--- src/design/fosl_pkg.sv ---
package fosl_pkg;

  // sample and coefficient formats
  localparam int SAMPLE_WIDTH   = 24;
  localparam int COEF_FRAC_BITS = 16;
  localparam int COEF_W         = 18;
  localparam int HIST_W         = SAMPLE_WIDTH + 2;

  // accumulator must hold the iir sum and the scaled shelf sum
  localparam int AccIir   = HIST_W + COEF_W + 2;
  localparam int AccShelf = HIST_W + 1 + COEF_FRAC_BITS + 2;
  localparam int ACC_W    = (AccIir > AccShelf) ? AccIir : AccShelf;

  // bit counter for the serial coefficient
  localparam int CNT_W = $clog2(COEF_W);

  // configuration port
  localparam int CFG_IDX_W = 2;

  typedef enum logic [CFG_IDX_W-1:0] {
    CFG_COEF_B0    = 2'd0,
    CFG_COEF_B1    = 2'd1,
    CFG_COEF_A1    = 2'd2,
    CFG_SHELF_GAIN = 2'd3
  } cfg_idx_e;

  // reset values of the registers
  localparam longint CoefOne = longint'(1) << COEF_FRAC_BITS;
  localparam longint CoefMax = (longint'(1) << (COEF_W - 1)) - 1;
  localparam longint GainMax = (longint'(1) << COEF_W) - 1;
  localparam longint B1Raw   = (CoefOne > CoefMax + 1) ? -(CoefMax + 1) : -CoefOne;
  localparam longint GainRaw = (12 * CoefOne + 5) / 10;

  localparam logic [COEF_W-1:0] B1_RESET   = COEF_W'(B1Raw);
  localparam logic [COEF_W-1:0] GAIN_RESET = COEF_W'((GainRaw > GainMax) ? GainMax : GainRaw);

  // rounding offset for the iir section
  localparam logic signed [ACC_W-1:0] ACC_RND = ACC_W'(1) << (COEF_FRAC_BITS - 1);

  typedef struct packed {
    logic signed [COEF_W-1:0] b0;
    logic signed [COEF_W-1:0] b1;
    logic signed [COEF_W-1:0] a1;
    logic        [COEF_W-1:0] gain;
  } cfg_t;

  // commands to the serial multiply-accumulate unit
  typedef struct packed {
    logic                    load_acc;
    logic signed [ACC_W-1:0] acc_init;
    logic                    start;
    logic signed [ACC_W-1:0] mcand;
    logic        [COEF_W-1:0] coef;
    logic                    coef_signed;
    logic                    negate;
  } mac_ctrl_t;

  typedef struct packed {
    logic                    last;
    logic signed [ACC_W-1:0] acc;
  } mac_stat_t;

endpackage

--- src/design/fosl_if.sv ---
interface fosl_in_if
  import fosl_pkg::*;
();
  logic                           valid;
  logic                           ready;
  logic signed [SAMPLE_WIDTH-1:0] sample_in;

  modport source (output valid, output sample_in, input ready);
  modport sink   (input valid, input sample_in, output ready);
endinterface

interface fosl_out_if
  import fosl_pkg::*;
();
  logic                           valid;
  logic                           ready;
  logic signed [SAMPLE_WIDTH-1:0] sample_out;

  modport source (output valid, output sample_out, input ready);
  modport sink   (input valid, input sample_out, output ready);
endinterface

--- src/design/fosl_cfg_regs.sv ---
module fosl_cfg_regs
  import fosl_pkg::*;
(
  input  logic                 clk_i,
  input  logic                 rst_ni,
  input  logic                 cfg_we_i,
  input  logic [CFG_IDX_W-1:0] cfg_idx_i,
  input  logic [COEF_W-1:0]    cfg_data_i,
  output cfg_t                 cfg_o
);

  cfg_t cfg_q, cfg_d;

  // register write decode
  always_comb begin
    cfg_d = cfg_q;
    if (cfg_we_i) begin
      unique case (cfg_idx_e'(cfg_idx_i))
        CFG_COEF_B0:    cfg_d.b0   = cfg_data_i;
        CFG_COEF_B1:    cfg_d.b1   = cfg_data_i;
        CFG_COEF_A1:    cfg_d.a1   = cfg_data_i;
        CFG_SHELF_GAIN: cfg_d.gain = cfg_data_i;
        default:        cfg_d      = cfg_q;
      endcase
    end
  end

  always_ff @(posedge clk_i or negedge rst_ni) begin
    if (!rst_ni) begin
      cfg_q.b0   <= '0;
      cfg_q.b1   <= B1_RESET;
      cfg_q.a1   <= '0;
      cfg_q.gain <= GAIN_RESET;
    end else begin
      cfg_q <= cfg_d;
    end
  end

  assign cfg_o = cfg_q;

endmodule

--- src/design/fosl_mac.sv ---
module fosl_mac
  import fosl_pkg::*;
(
  input  logic      clk_i,
  input  logic      rst_ni,
  input  mac_ctrl_t ctrl_i,
  output mac_stat_t stat_o
);

  localparam logic [CNT_W-1:0] CntLast = CNT_W'(COEF_W - 1);

  logic signed [ACC_W-1:0]  acc_q, acc_d;
  logic signed [ACC_W-1:0]  mcand_q;
  logic        [COEF_W-1:0] coef_q;
  logic        [CNT_W-1:0]  cnt_q;
  logic                     busy_q;
  logic                     sgn_q;
  logic                     neg_q;

  logic                     last;
  logic                     neg_step;
  logic signed [ACC_W-1:0]  addend;
  logic signed [ACC_W-1:0]  acc_sum;

  // one coefficient bit per cycle, lsb first; the sign bit of a signed
  // coefficient carries negative weight
  always_comb begin
    last     = busy_q && (cnt_q == CntLast);
    neg_step = neg_q ^ (sgn_q && last);
    addend   = mcand_q ^ {ACC_W{neg_step}};
    acc_sum  = acc_q + addend + ACC_W'(neg_step);
    if (ctrl_i.load_acc) begin
      acc_d = ctrl_i.acc_init;
    end else if (busy_q && coef_q[0]) begin
      acc_d = acc_sum;
    end else begin
      acc_d = acc_q;
    end
  end

  // sequencing of the bit counter
  always_ff @(posedge clk_i or negedge rst_ni) begin
    if (!rst_ni) begin
      busy_q <= 1'b0;
      cnt_q  <= '0;
    end else if (ctrl_i.start) begin
      busy_q <= 1'b1;
      cnt_q  <= '0;
    end else if (busy_q) begin
      cnt_q <= cnt_q + CNT_W'(1);
      if (last) begin
        busy_q <= 1'b0;
      end
    end
  end

  // multiplicand shifts left, coefficient shifts right
  always_ff @(posedge clk_i) begin
    acc_q <= acc_d;
    if (ctrl_i.start) begin
      mcand_q <= ctrl_i.mcand;
      coef_q  <= ctrl_i.coef;
      sgn_q   <= ctrl_i.coef_signed;
      neg_q   <= ctrl_i.negate;
    end else if (busy_q) begin
      mcand_q <= {mcand_q[ACC_W-2:0], 1'b0};
      coef_q  <= {1'b0, coef_q[COEF_W-1:1]};
    end
  end

  assign stat_o.last = last;
  assign stat_o.acc  = acc_q;

endmodule

--- src/design/first_order_shelving_lowpass.sv ---
// First-order shelving low-pass for one audio channel.
// Input channel in_i carries one signed Q0.23 sample per word; output
// channel out_o returns one filtered, saturated Q0.23 sample per word.
// A word moves when valid and ready are both high at a rising edge.
// Coefficients b0, b1, a1 (signed Q1.16) and shelf gain k (unsigned Q2.16)
// are written through cfg_we_i / cfg_idx_i / cfg_data_i; the user must
// write them only while idle, as the block itself does not enforce this.
// Every sample runs through one shared bit-serial multiply-accumulate unit
// that takes one coefficient bit per cycle: three products for the iir
// section, a step to round and saturate the history, a step to form the
// sum and difference, one product for the shelf gain and a step to round
// and saturate the result. A new word is accepted only once the previous
// result has left the final state for the output register.
// The result sits in an output register, so the next sample is taken and
// processed while out_o is stalled; a finished result waits in the final
// state until the output register is free.
// Reset clears both history registers, loads the default coefficients
// (b0 = 0, b1 = -1.0, a1 = 0, k = 1.2) and empties the output register.
module first_order_shelving_lowpass
  import fosl_pkg::*;
(
  input  logic                 clk_i,
  input  logic                 rst_ni,
  input  logic                 cfg_we_i,
  input  logic [CFG_IDX_W-1:0] cfg_idx_i,
  input  logic [COEF_W-1:0]    cfg_data_i,
  fosl_in_if.sink              in_i,
  fosl_out_if.source           out_o
);

  typedef enum logic [2:0] {
    ST_IDLE,
    ST_B0,
    ST_B1,
    ST_A1,
    ST_FIX,
    ST_PREP,
    ST_GAIN,
    ST_SAT
  } state_e;

  localparam int FqW = ACC_W - COEF_FRAC_BITS;
  localparam int YqW = ACC_W - COEF_FRAC_BITS - 1;

  state_e                         state_q, state_d;
  logic signed [SAMPLE_WIDTH-1:0] x_q;
  logic signed [SAMPLE_WIDTH-1:0] xh_q;
  logic signed [HIST_W-1:0]       yh_q;
  logic                           out_valid_q;
  logic signed [SAMPLE_WIDTH-1:0] out_data_q;

  cfg_t                           cfg;
  mac_ctrl_t                      mac_ctrl;
  mac_stat_t                      mac_stat;

  logic signed [FqW-1:0]          fq;
  logic signed [HIST_W-1:0]       f_sat;
  logic signed [YqW-1:0]          yq;
  logic signed [SAMPLE_WIDTH-1:0] y_sat;
  logic signed [HIST_W:0]         s_inc;
  logic signed [HIST_W:0]         diff;
  logic                           in_acc;
  logic                           out_free;

  fosl_cfg_regs u_cfg_regs (
    .clk_i      (clk_i),
    .rst_ni     (rst_ni),
    .cfg_we_i   (cfg_we_i),
    .cfg_idx_i  (cfg_idx_i),
    .cfg_data_i (cfg_data_i),
    .cfg_o      (cfg)
  );

  fosl_mac u_mac (
    .clk_i  (clk_i),
    .rst_ni (rst_ni),
    .ctrl_i (mac_ctrl),
    .stat_o (mac_stat)
  );

  assign in_i.ready = (state_q == ST_IDLE);
  assign in_acc     = in_i.valid && (state_q == ST_IDLE);
  assign out_free   = !out_valid_q || out_o.ready;

  // round and saturate the iir result to the history width
  always_comb begin
    fq = mac_stat.acc[ACC_W-1:COEF_FRAC_BITS];
    if (fq[FqW-1:HIST_W-1] != {(FqW - HIST_W + 1){fq[FqW-1]}}) begin
      f_sat = {fq[FqW-1], {(HIST_W - 1){~fq[FqW-1]}}};
    end else begin
      f_sat = fq[HIST_W-1:0];
    end
  end

  // round and saturate the shelf result to the sample width
  always_comb begin
    yq = mac_stat.acc[ACC_W-1:COEF_FRAC_BITS+1];
    if (yq[YqW-1:SAMPLE_WIDTH-1] != {(YqW - SAMPLE_WIDTH + 1){yq[YqW-1]}}) begin
      y_sat = {yq[YqW-1], {(SAMPLE_WIDTH - 1){~yq[YqW-1]}}};
    end else begin
      y_sat = yq[SAMPLE_WIDTH-1:0];
    end
  end

  // sum (with the rounding one folded in) and difference of x and f
  always_comb begin
    s_inc = (HIST_W + 1)'(x_q) + (HIST_W + 1)'(yh_q) + (HIST_W + 1)'(1);
    diff  = (HIST_W + 1)'(x_q) - (HIST_W + 1)'(yh_q);
  end

  // sequencer commands and next state
  always_comb begin
    state_d  = state_q;
    mac_ctrl = '0;
    unique case (state_q)
      ST_IDLE: begin
        mac_ctrl.mcand       = ACC_W'(in_i.sample_in);
        mac_ctrl.coef        = cfg.b0;
        mac_ctrl.coef_signed = 1'b1;
        mac_ctrl.acc_init    = ACC_RND;
        if (in_acc) begin
          mac_ctrl.load_acc = 1'b1;
          mac_ctrl.start    = 1'b1;
          state_d           = ST_B0;
        end
      end
      ST_B0: begin
        mac_ctrl.mcand       = ACC_W'(xh_q);
        mac_ctrl.coef        = cfg.b1;
        mac_ctrl.coef_signed = 1'b1;
        if (mac_stat.last) begin
          mac_ctrl.start = 1'b1;
          state_d        = ST_B1;
        end
      end
      ST_B1: begin
        mac_ctrl.mcand       = ACC_W'(yh_q);
        mac_ctrl.coef        = cfg.a1;
        mac_ctrl.coef_signed = 1'b1;
        mac_ctrl.negate      = 1'b1;
        if (mac_stat.last) begin
          mac_ctrl.start = 1'b1;
          state_d        = ST_A1;
        end
      end
      ST_A1: begin
        if (mac_stat.last) begin
          state_d = ST_FIX;
        end
      end
      ST_FIX: begin
        state_d = ST_PREP;
      end
      ST_PREP: begin
        mac_ctrl.load_acc    = 1'b1;
        mac_ctrl.acc_init    = {(ACC_W - COEF_FRAC_BITS)'(s_inc), {COEF_FRAC_BITS{1'b0}}};
        mac_ctrl.start       = 1'b1;
        mac_ctrl.mcand       = ACC_W'(diff);
        mac_ctrl.coef        = cfg.gain;
        mac_ctrl.coef_signed = 1'b0;
        state_d              = ST_GAIN;
      end
      ST_GAIN: begin
        if (mac_stat.last) begin
          state_d = ST_SAT;
        end
      end
      ST_SAT: begin
        if (out_free) begin
          state_d = ST_IDLE;
        end
      end
      default: state_d = ST_IDLE;
    endcase
  end

  // state, history and output register
  always_ff @(posedge clk_i or negedge rst_ni) begin
    if (!rst_ni) begin
      state_q     <= ST_IDLE;
      x_q         <= '0;
      xh_q        <= '0;
      yh_q        <= '0;
      out_valid_q <= 1'b0;
      out_data_q  <= '0;
    end else begin
      state_q <= state_d;
      if (in_acc) begin
        x_q <= in_i.sample_in;
      end
      if (state_q == ST_FIX) begin
        yh_q <= f_sat;
      end
      if (state_q == ST_PREP) begin
        xh_q <= x_q;
      end
      if ((state_q == ST_SAT) && out_free) begin
        out_valid_q <= 1'b1;
        out_data_q  <= y_sat;
      end else if (out_valid_q && out_o.ready) begin
        out_valid_q <= 1'b0;
      end
    end
  end

  assign out_o.valid      = out_valid_q;
  assign out_o.sample_out = out_data_q;

endmodule

--- src/flat_wrapper.sv ---
// flat-port wrapper written by rule: the top's interface ports become plain ports
module first_order_shelving_lowpass_flat import fosl_pkg::*;
  (clk_i, rst_ni, cfg_we_i, cfg_idx_i, cfg_data_i, in_i_valid, in_i_sample_in, in_i_ready, out_o_valid, out_o_sample_out, out_o_ready);
  fosl_in_if in_i_i ();
  fosl_out_if out_o_i ();
  input  logic clk_i;
  input  logic rst_ni;
  input  logic cfg_we_i;
  input  logic [CFG_IDX_W-1:0] cfg_idx_i;
  input  logic [COEF_W-1:0] cfg_data_i;
  input wire logic [$bits(in_i_i.valid)-1:0] in_i_valid;
  input wire logic [$bits(in_i_i.sample_in)-1:0] in_i_sample_in;
  output wire logic [$bits(in_i_i.ready)-1:0] in_i_ready;
  output wire logic [$bits(out_o_i.valid)-1:0] out_o_valid;
  output wire logic [$bits(out_o_i.sample_out)-1:0] out_o_sample_out;
  input wire logic [$bits(out_o_i.ready)-1:0] out_o_ready;
  assign in_i_i.valid = in_i_valid;
  assign in_i_i.sample_in = in_i_sample_in;
  assign in_i_ready = in_i_i.ready;
  assign out_o_valid = out_o_i.valid;
  assign out_o_sample_out = out_o_i.sample_out;
  assign out_o_i.ready = out_o_ready;
  first_order_shelving_lowpass u_core (.clk_i(clk_i), .rst_ni(rst_ni), .cfg_we_i(cfg_we_i), .cfg_idx_i(cfg_idx_i), .cfg_data_i(cfg_data_i), .in_i(in_i_i), .out_o(out_o_i));
endmodule
--- config.mk ---
export PLATFORM = sky130hd
export DESIGN_NAME = first_order_shelving_lowpass_flat
export DESIGN_NICKNAME = d
export VERILOG_FILES = /design/src/design/fosl_pkg.sv /design/src/design/fosl_if.sv /design/src/design/fosl_cfg_regs.sv /design/src/design/fosl_mac.sv /design/src/design/first_order_shelving_lowpass.sv /design/src/flat_wrapper.sv
export SDC_FILE = /design/constraint.sdc
export NUM_CORES = 1
export LEC_CHECK = 0
export BUFFER_PORTS_ARGS = -buffer_cell sky130_fd_sc_hd__buf_2
export CORE_UTILIZATION = 57
export CTS_CLUSTER_SIZE = 10
export DETAILED_ROUTE_END_ITERATION = 16
export PLACE_DENSITY = 0.74
export SYNTH_ARGS = -nofsm -noshare
export SYNTH_HDL_FRONTEND = slang
export SYNTH_SLANG_ARGS = --single-unit
--- constraint.sdc ---
create_clock -name clk_i -period 4.6 [get_ports clk_i]
set_input_delay 0.23 -clock clk_i [delete_from_list [all_inputs] [get_ports clk_i]]
set_output_delay 0.23 -clock clk_i [all_outputs]
set_load 0.01 [all_outputs]
==> run summary <==
internal power - 6.99 mW
area delta synth->final - 12.5%
Layout Nets - 2,136
first-pass GRT wire length - 80,700 um
Die Span X - 181 um
Post-synth ARST share - 0.616
Comb pwr share - 0.424
# rows - 65
register area - 0.00788 mm2
vias in the first global route - 14,500
CTS tree - built
port bufs - 74
syn_area_per_cell - 9.53 um2
global route overflow - 0
critical path startpoint - u_core.u_mac.cnt_q[1]
clk_skew - 0.0198 ns
routed len/inst - 21.3 um
Post-CTS Setup Bufs - 0
Setup violations, final - 0
clock share of power - 0.233
share of cells above drive strength 1 - 0.140
status - finished clean
number of synthesized flops with an enable pin - 112
Clock Path Buffers - 3
Synth Cell Area - 0.0182 mm2
Mapped Cells - 1,907
die height - 181 um
RSZ-0062 raised after global routing - false
Critical Path AT - 4.48 ns
GP Congestion - 1.00
root buf cell - clkbuf_16
Reg2Reg Depth - 17
CP startpoint kind - flip-flop
sequential-to-total area share from yosys stat - 0.434
final wirelength - 51,500 um
DRT antenna net count - 0
Lkg Pwr - 8.89 nW
Net Sw Frac - 0.378
worst hold start - out_o_ready
clock-pin slew on the worst setup and hold paths - 0.05 ns
net switching power - 4.24 mW
predominant post-synthesis flop cell - dfrtp_1
PD cells - 549 mW/mm2
Post-Layout Inst Area - 0.0205 mm2
Inserted Clock Buffers - 36
post-layout min period - 4.23 ns
PnR worst setup slack - 0.366 ns
worst r2r src - u_core.u_mac.cnt_q[1]
# DRC - 0
worst hold path class - input port to flip-flop
Antenna diodes - 0
IO Pins - 75
Filler Cell Count - 2,523
most frequent cells in the layout - 211 x nand2_1, 206 x nor2_1, 169 x dfrtp_1
commonest non-fill, non-tap cell in the layout - nand2_1
area occupied by multi-input gates - 0.00962 mm2
syn nets - 2,060
synthesis-stage register bit count - 292
initial DRC count - 1,271
Max Cap Viol - 0
Worst-Margin Slew - 1.13 ns
Final Hold Vio Count - 0
TritonRoute pass-1 iters - 5
pre-CTS setup slack - 0.290 ns
clk sink count - 292
DP HPWL - 36,000 um
Non-Filler Instances - 2,412
Hold Path Cell Cnt - 3
Worst-Skew Late Latency - 0.53 ns
placed cell areas - 0.0190 mm2
DIE AREA - 0.0326 mm2
part of the cycle the worst path needs - 0.920
Sequential Power Share - 0.343
Initial Utilization - 0.578
DP Cell Count - 2,304
initial antenna violation count - 0
Max Fclk - 0.236 GHz
vias after detailed routing - 14,900
Ys Warns - 0
Worst Path Max Fanout - 17
Yosys cell types - 73
total track usage - 0.318
crit path kind - flip-flop to flip-flop
maximum vdd drop - 0.365 mV
Via density - 6.19
worst endpoint required time - 4.85 ns
Core Area - 0.0315 mm2
Setup TNS Final - 0 ns
final count of pins violating max slew - 0
Critical Path Sink Type - flip-flop
Slew headroom - 0.241
depth of the CTS H-tree - 2
largest net degree at the start of global routing - 92
## Yosys cell counts, types with 19 or more instances
master / count / area share
a22oi_1: 41 / 0.017
clkbuf_1: 88 / 0.018
o21a_1: 20 / 0.0083
inv_1: 73 / 0.015
xnor2_1: 107 / 0.052
a21oi_1: 116 / 0.032
a31oi_1: 62 / 0.021
mux2_2: 97 / 0.060
xor2_1: 24 / 0.012
nor2_1: 207 / 0.043
nor3_1: 24 / 0.0066
ha_1: 101 / 0.070
edfxtp_1: 112 / 0.19
mux2i_1: 25 / 0.014
o22ai_1: 19 / 0.0065
a21o_1: 58 / 0.024
dfrtp_1: 169 / 0.23
o21ai_0: 107 / 0.029
nand2_1: 213 / 0.044
## metal layers
| layer | vias to the layer above | wire length, um | part of all wire | GRT usage |
|---|---|---|---|---|
| li1 | 6983 | - | - | - |
| met1 | 7288 | 22300 | 0.43 | 0.442 |
| met2 | 569 | 22600 | 0.44 | 0.485 |
| met3 | 92 | 4420 | 0.086 | 0.0649 |
| met4 | 0 | 2080 | 0.041 | 0.129 |
| met5 | - | 0 | 0 | 0 |
## power groups by stage
stage                     registers (mW)  logic, mW  clock network, mW
after global placement              3.86       4.58                  0
after detailed placement            3.87       4.65                  0
after global routing                3.88       5.28               2.75
final                               3.85       4.77               2.61
after CTS                           3.83       4.70               2.64
after floorplan                     3.70       3.63                  0
## cells by family after synthesis
kind of cell	synth area share
AND/OR/NAND/NOR	0.129
AO/OA/AOI/OAI	0.188
flip-flops	0.434
buffers and inverters	0.0397
XOR/XNOR	0.0640
multiplexers	0.0739
adder cells (fa/ha/maj)	0.0728
## area by class of cell
| class | instances | share of cell area |
|---|---|---|
| tap | 402 | 0.0246 |
| clock buffer | 60 | 0.0495 |
| sequential | 292 | 0.385 |
| inverter | 73 | 0.0134 |
| timing repair buffer | 152 | 0.0543 |
| clock inverter | 5 | 0.00275 |
| multi-input combinational | 1428 | 0.470 |
## state kept, by name, summed over array words and instances (netlist names), 5 cells and up
name	cells
u_core.out_o.sample_out	24
u_core.u_cfg_regs.cfg_o	72
u_core.u_mac.acc_q	46
u_core.u_mac.cnt_q	5
u_core.u_mac.coef_q	18
u_core.u_mac.mcand_q	46
u_core.x_q	24
u_core.xh_q	24
u_core.yh_q	26
## path summary, 6_finish.rpt
path | endpoint | slack, ns
max in group asynchronous | u_core.u_mac.cnt_q[1] | 3.20
worst min-delay path | u_core.out_o.valid | 0.06
min in group asynchronous | u_core.out_o.sample_out[19] | 0.34
worst max register to register | u_core.u_mac.acc_q[45] | 0.37
worst max-delay path | u_core.u_mac.acc_q[45] | 0.37
worst min register to register | u_core.out_o.sample_out[23] | 0.47
## timing repair
item | in CTS | in global routing
endpoints found under the setup margin | 0 | 2
gates resized for setup | 0 | 2
endpoints found under the hold margin | 184 | 0
hold buffers | 43 | 0
## worst max-delay path: stages, from the launching register on
cell and delay [ns]:
dfrtp_1 0.41, inv_1 0.07, ha_1 0.18, nand4bb_4 0.12, nor2_2 0.21, xnor2_4 0.23
buf_12 0.23, xnor2_1 0.16, ha_1 0.30, a21oi_1 0.29, o211ai_1 0.14, a21boi_0 0.28
nor4_1 0.11, o311ai_1 0.35, nand3_2 0.21, a31oi_1 0.37, o31a_1 0.18, o2111ai_1 0.12
## metrics by stage
| step | utilization | hold slack, ns | power, mW |
|---|---|---|---|
| 5_1_grt | 0.650 | 0.0704 | 11.9 |
| 6_report | 0.650 | 0.0575 | 11.2 |
| 3_3_place_gp | 0.602 | 0.345 | 8.44 |
| 2_1_floorplan | - | -0.0656 | 7.32 |
| 4_1_cts | 0.650 | 0.0382 | 11.2 |
| 3_5_place_dp | 0.602 | 0.354 | 8.52 |
Note: power is estimated with default switching activity, not from simulation.
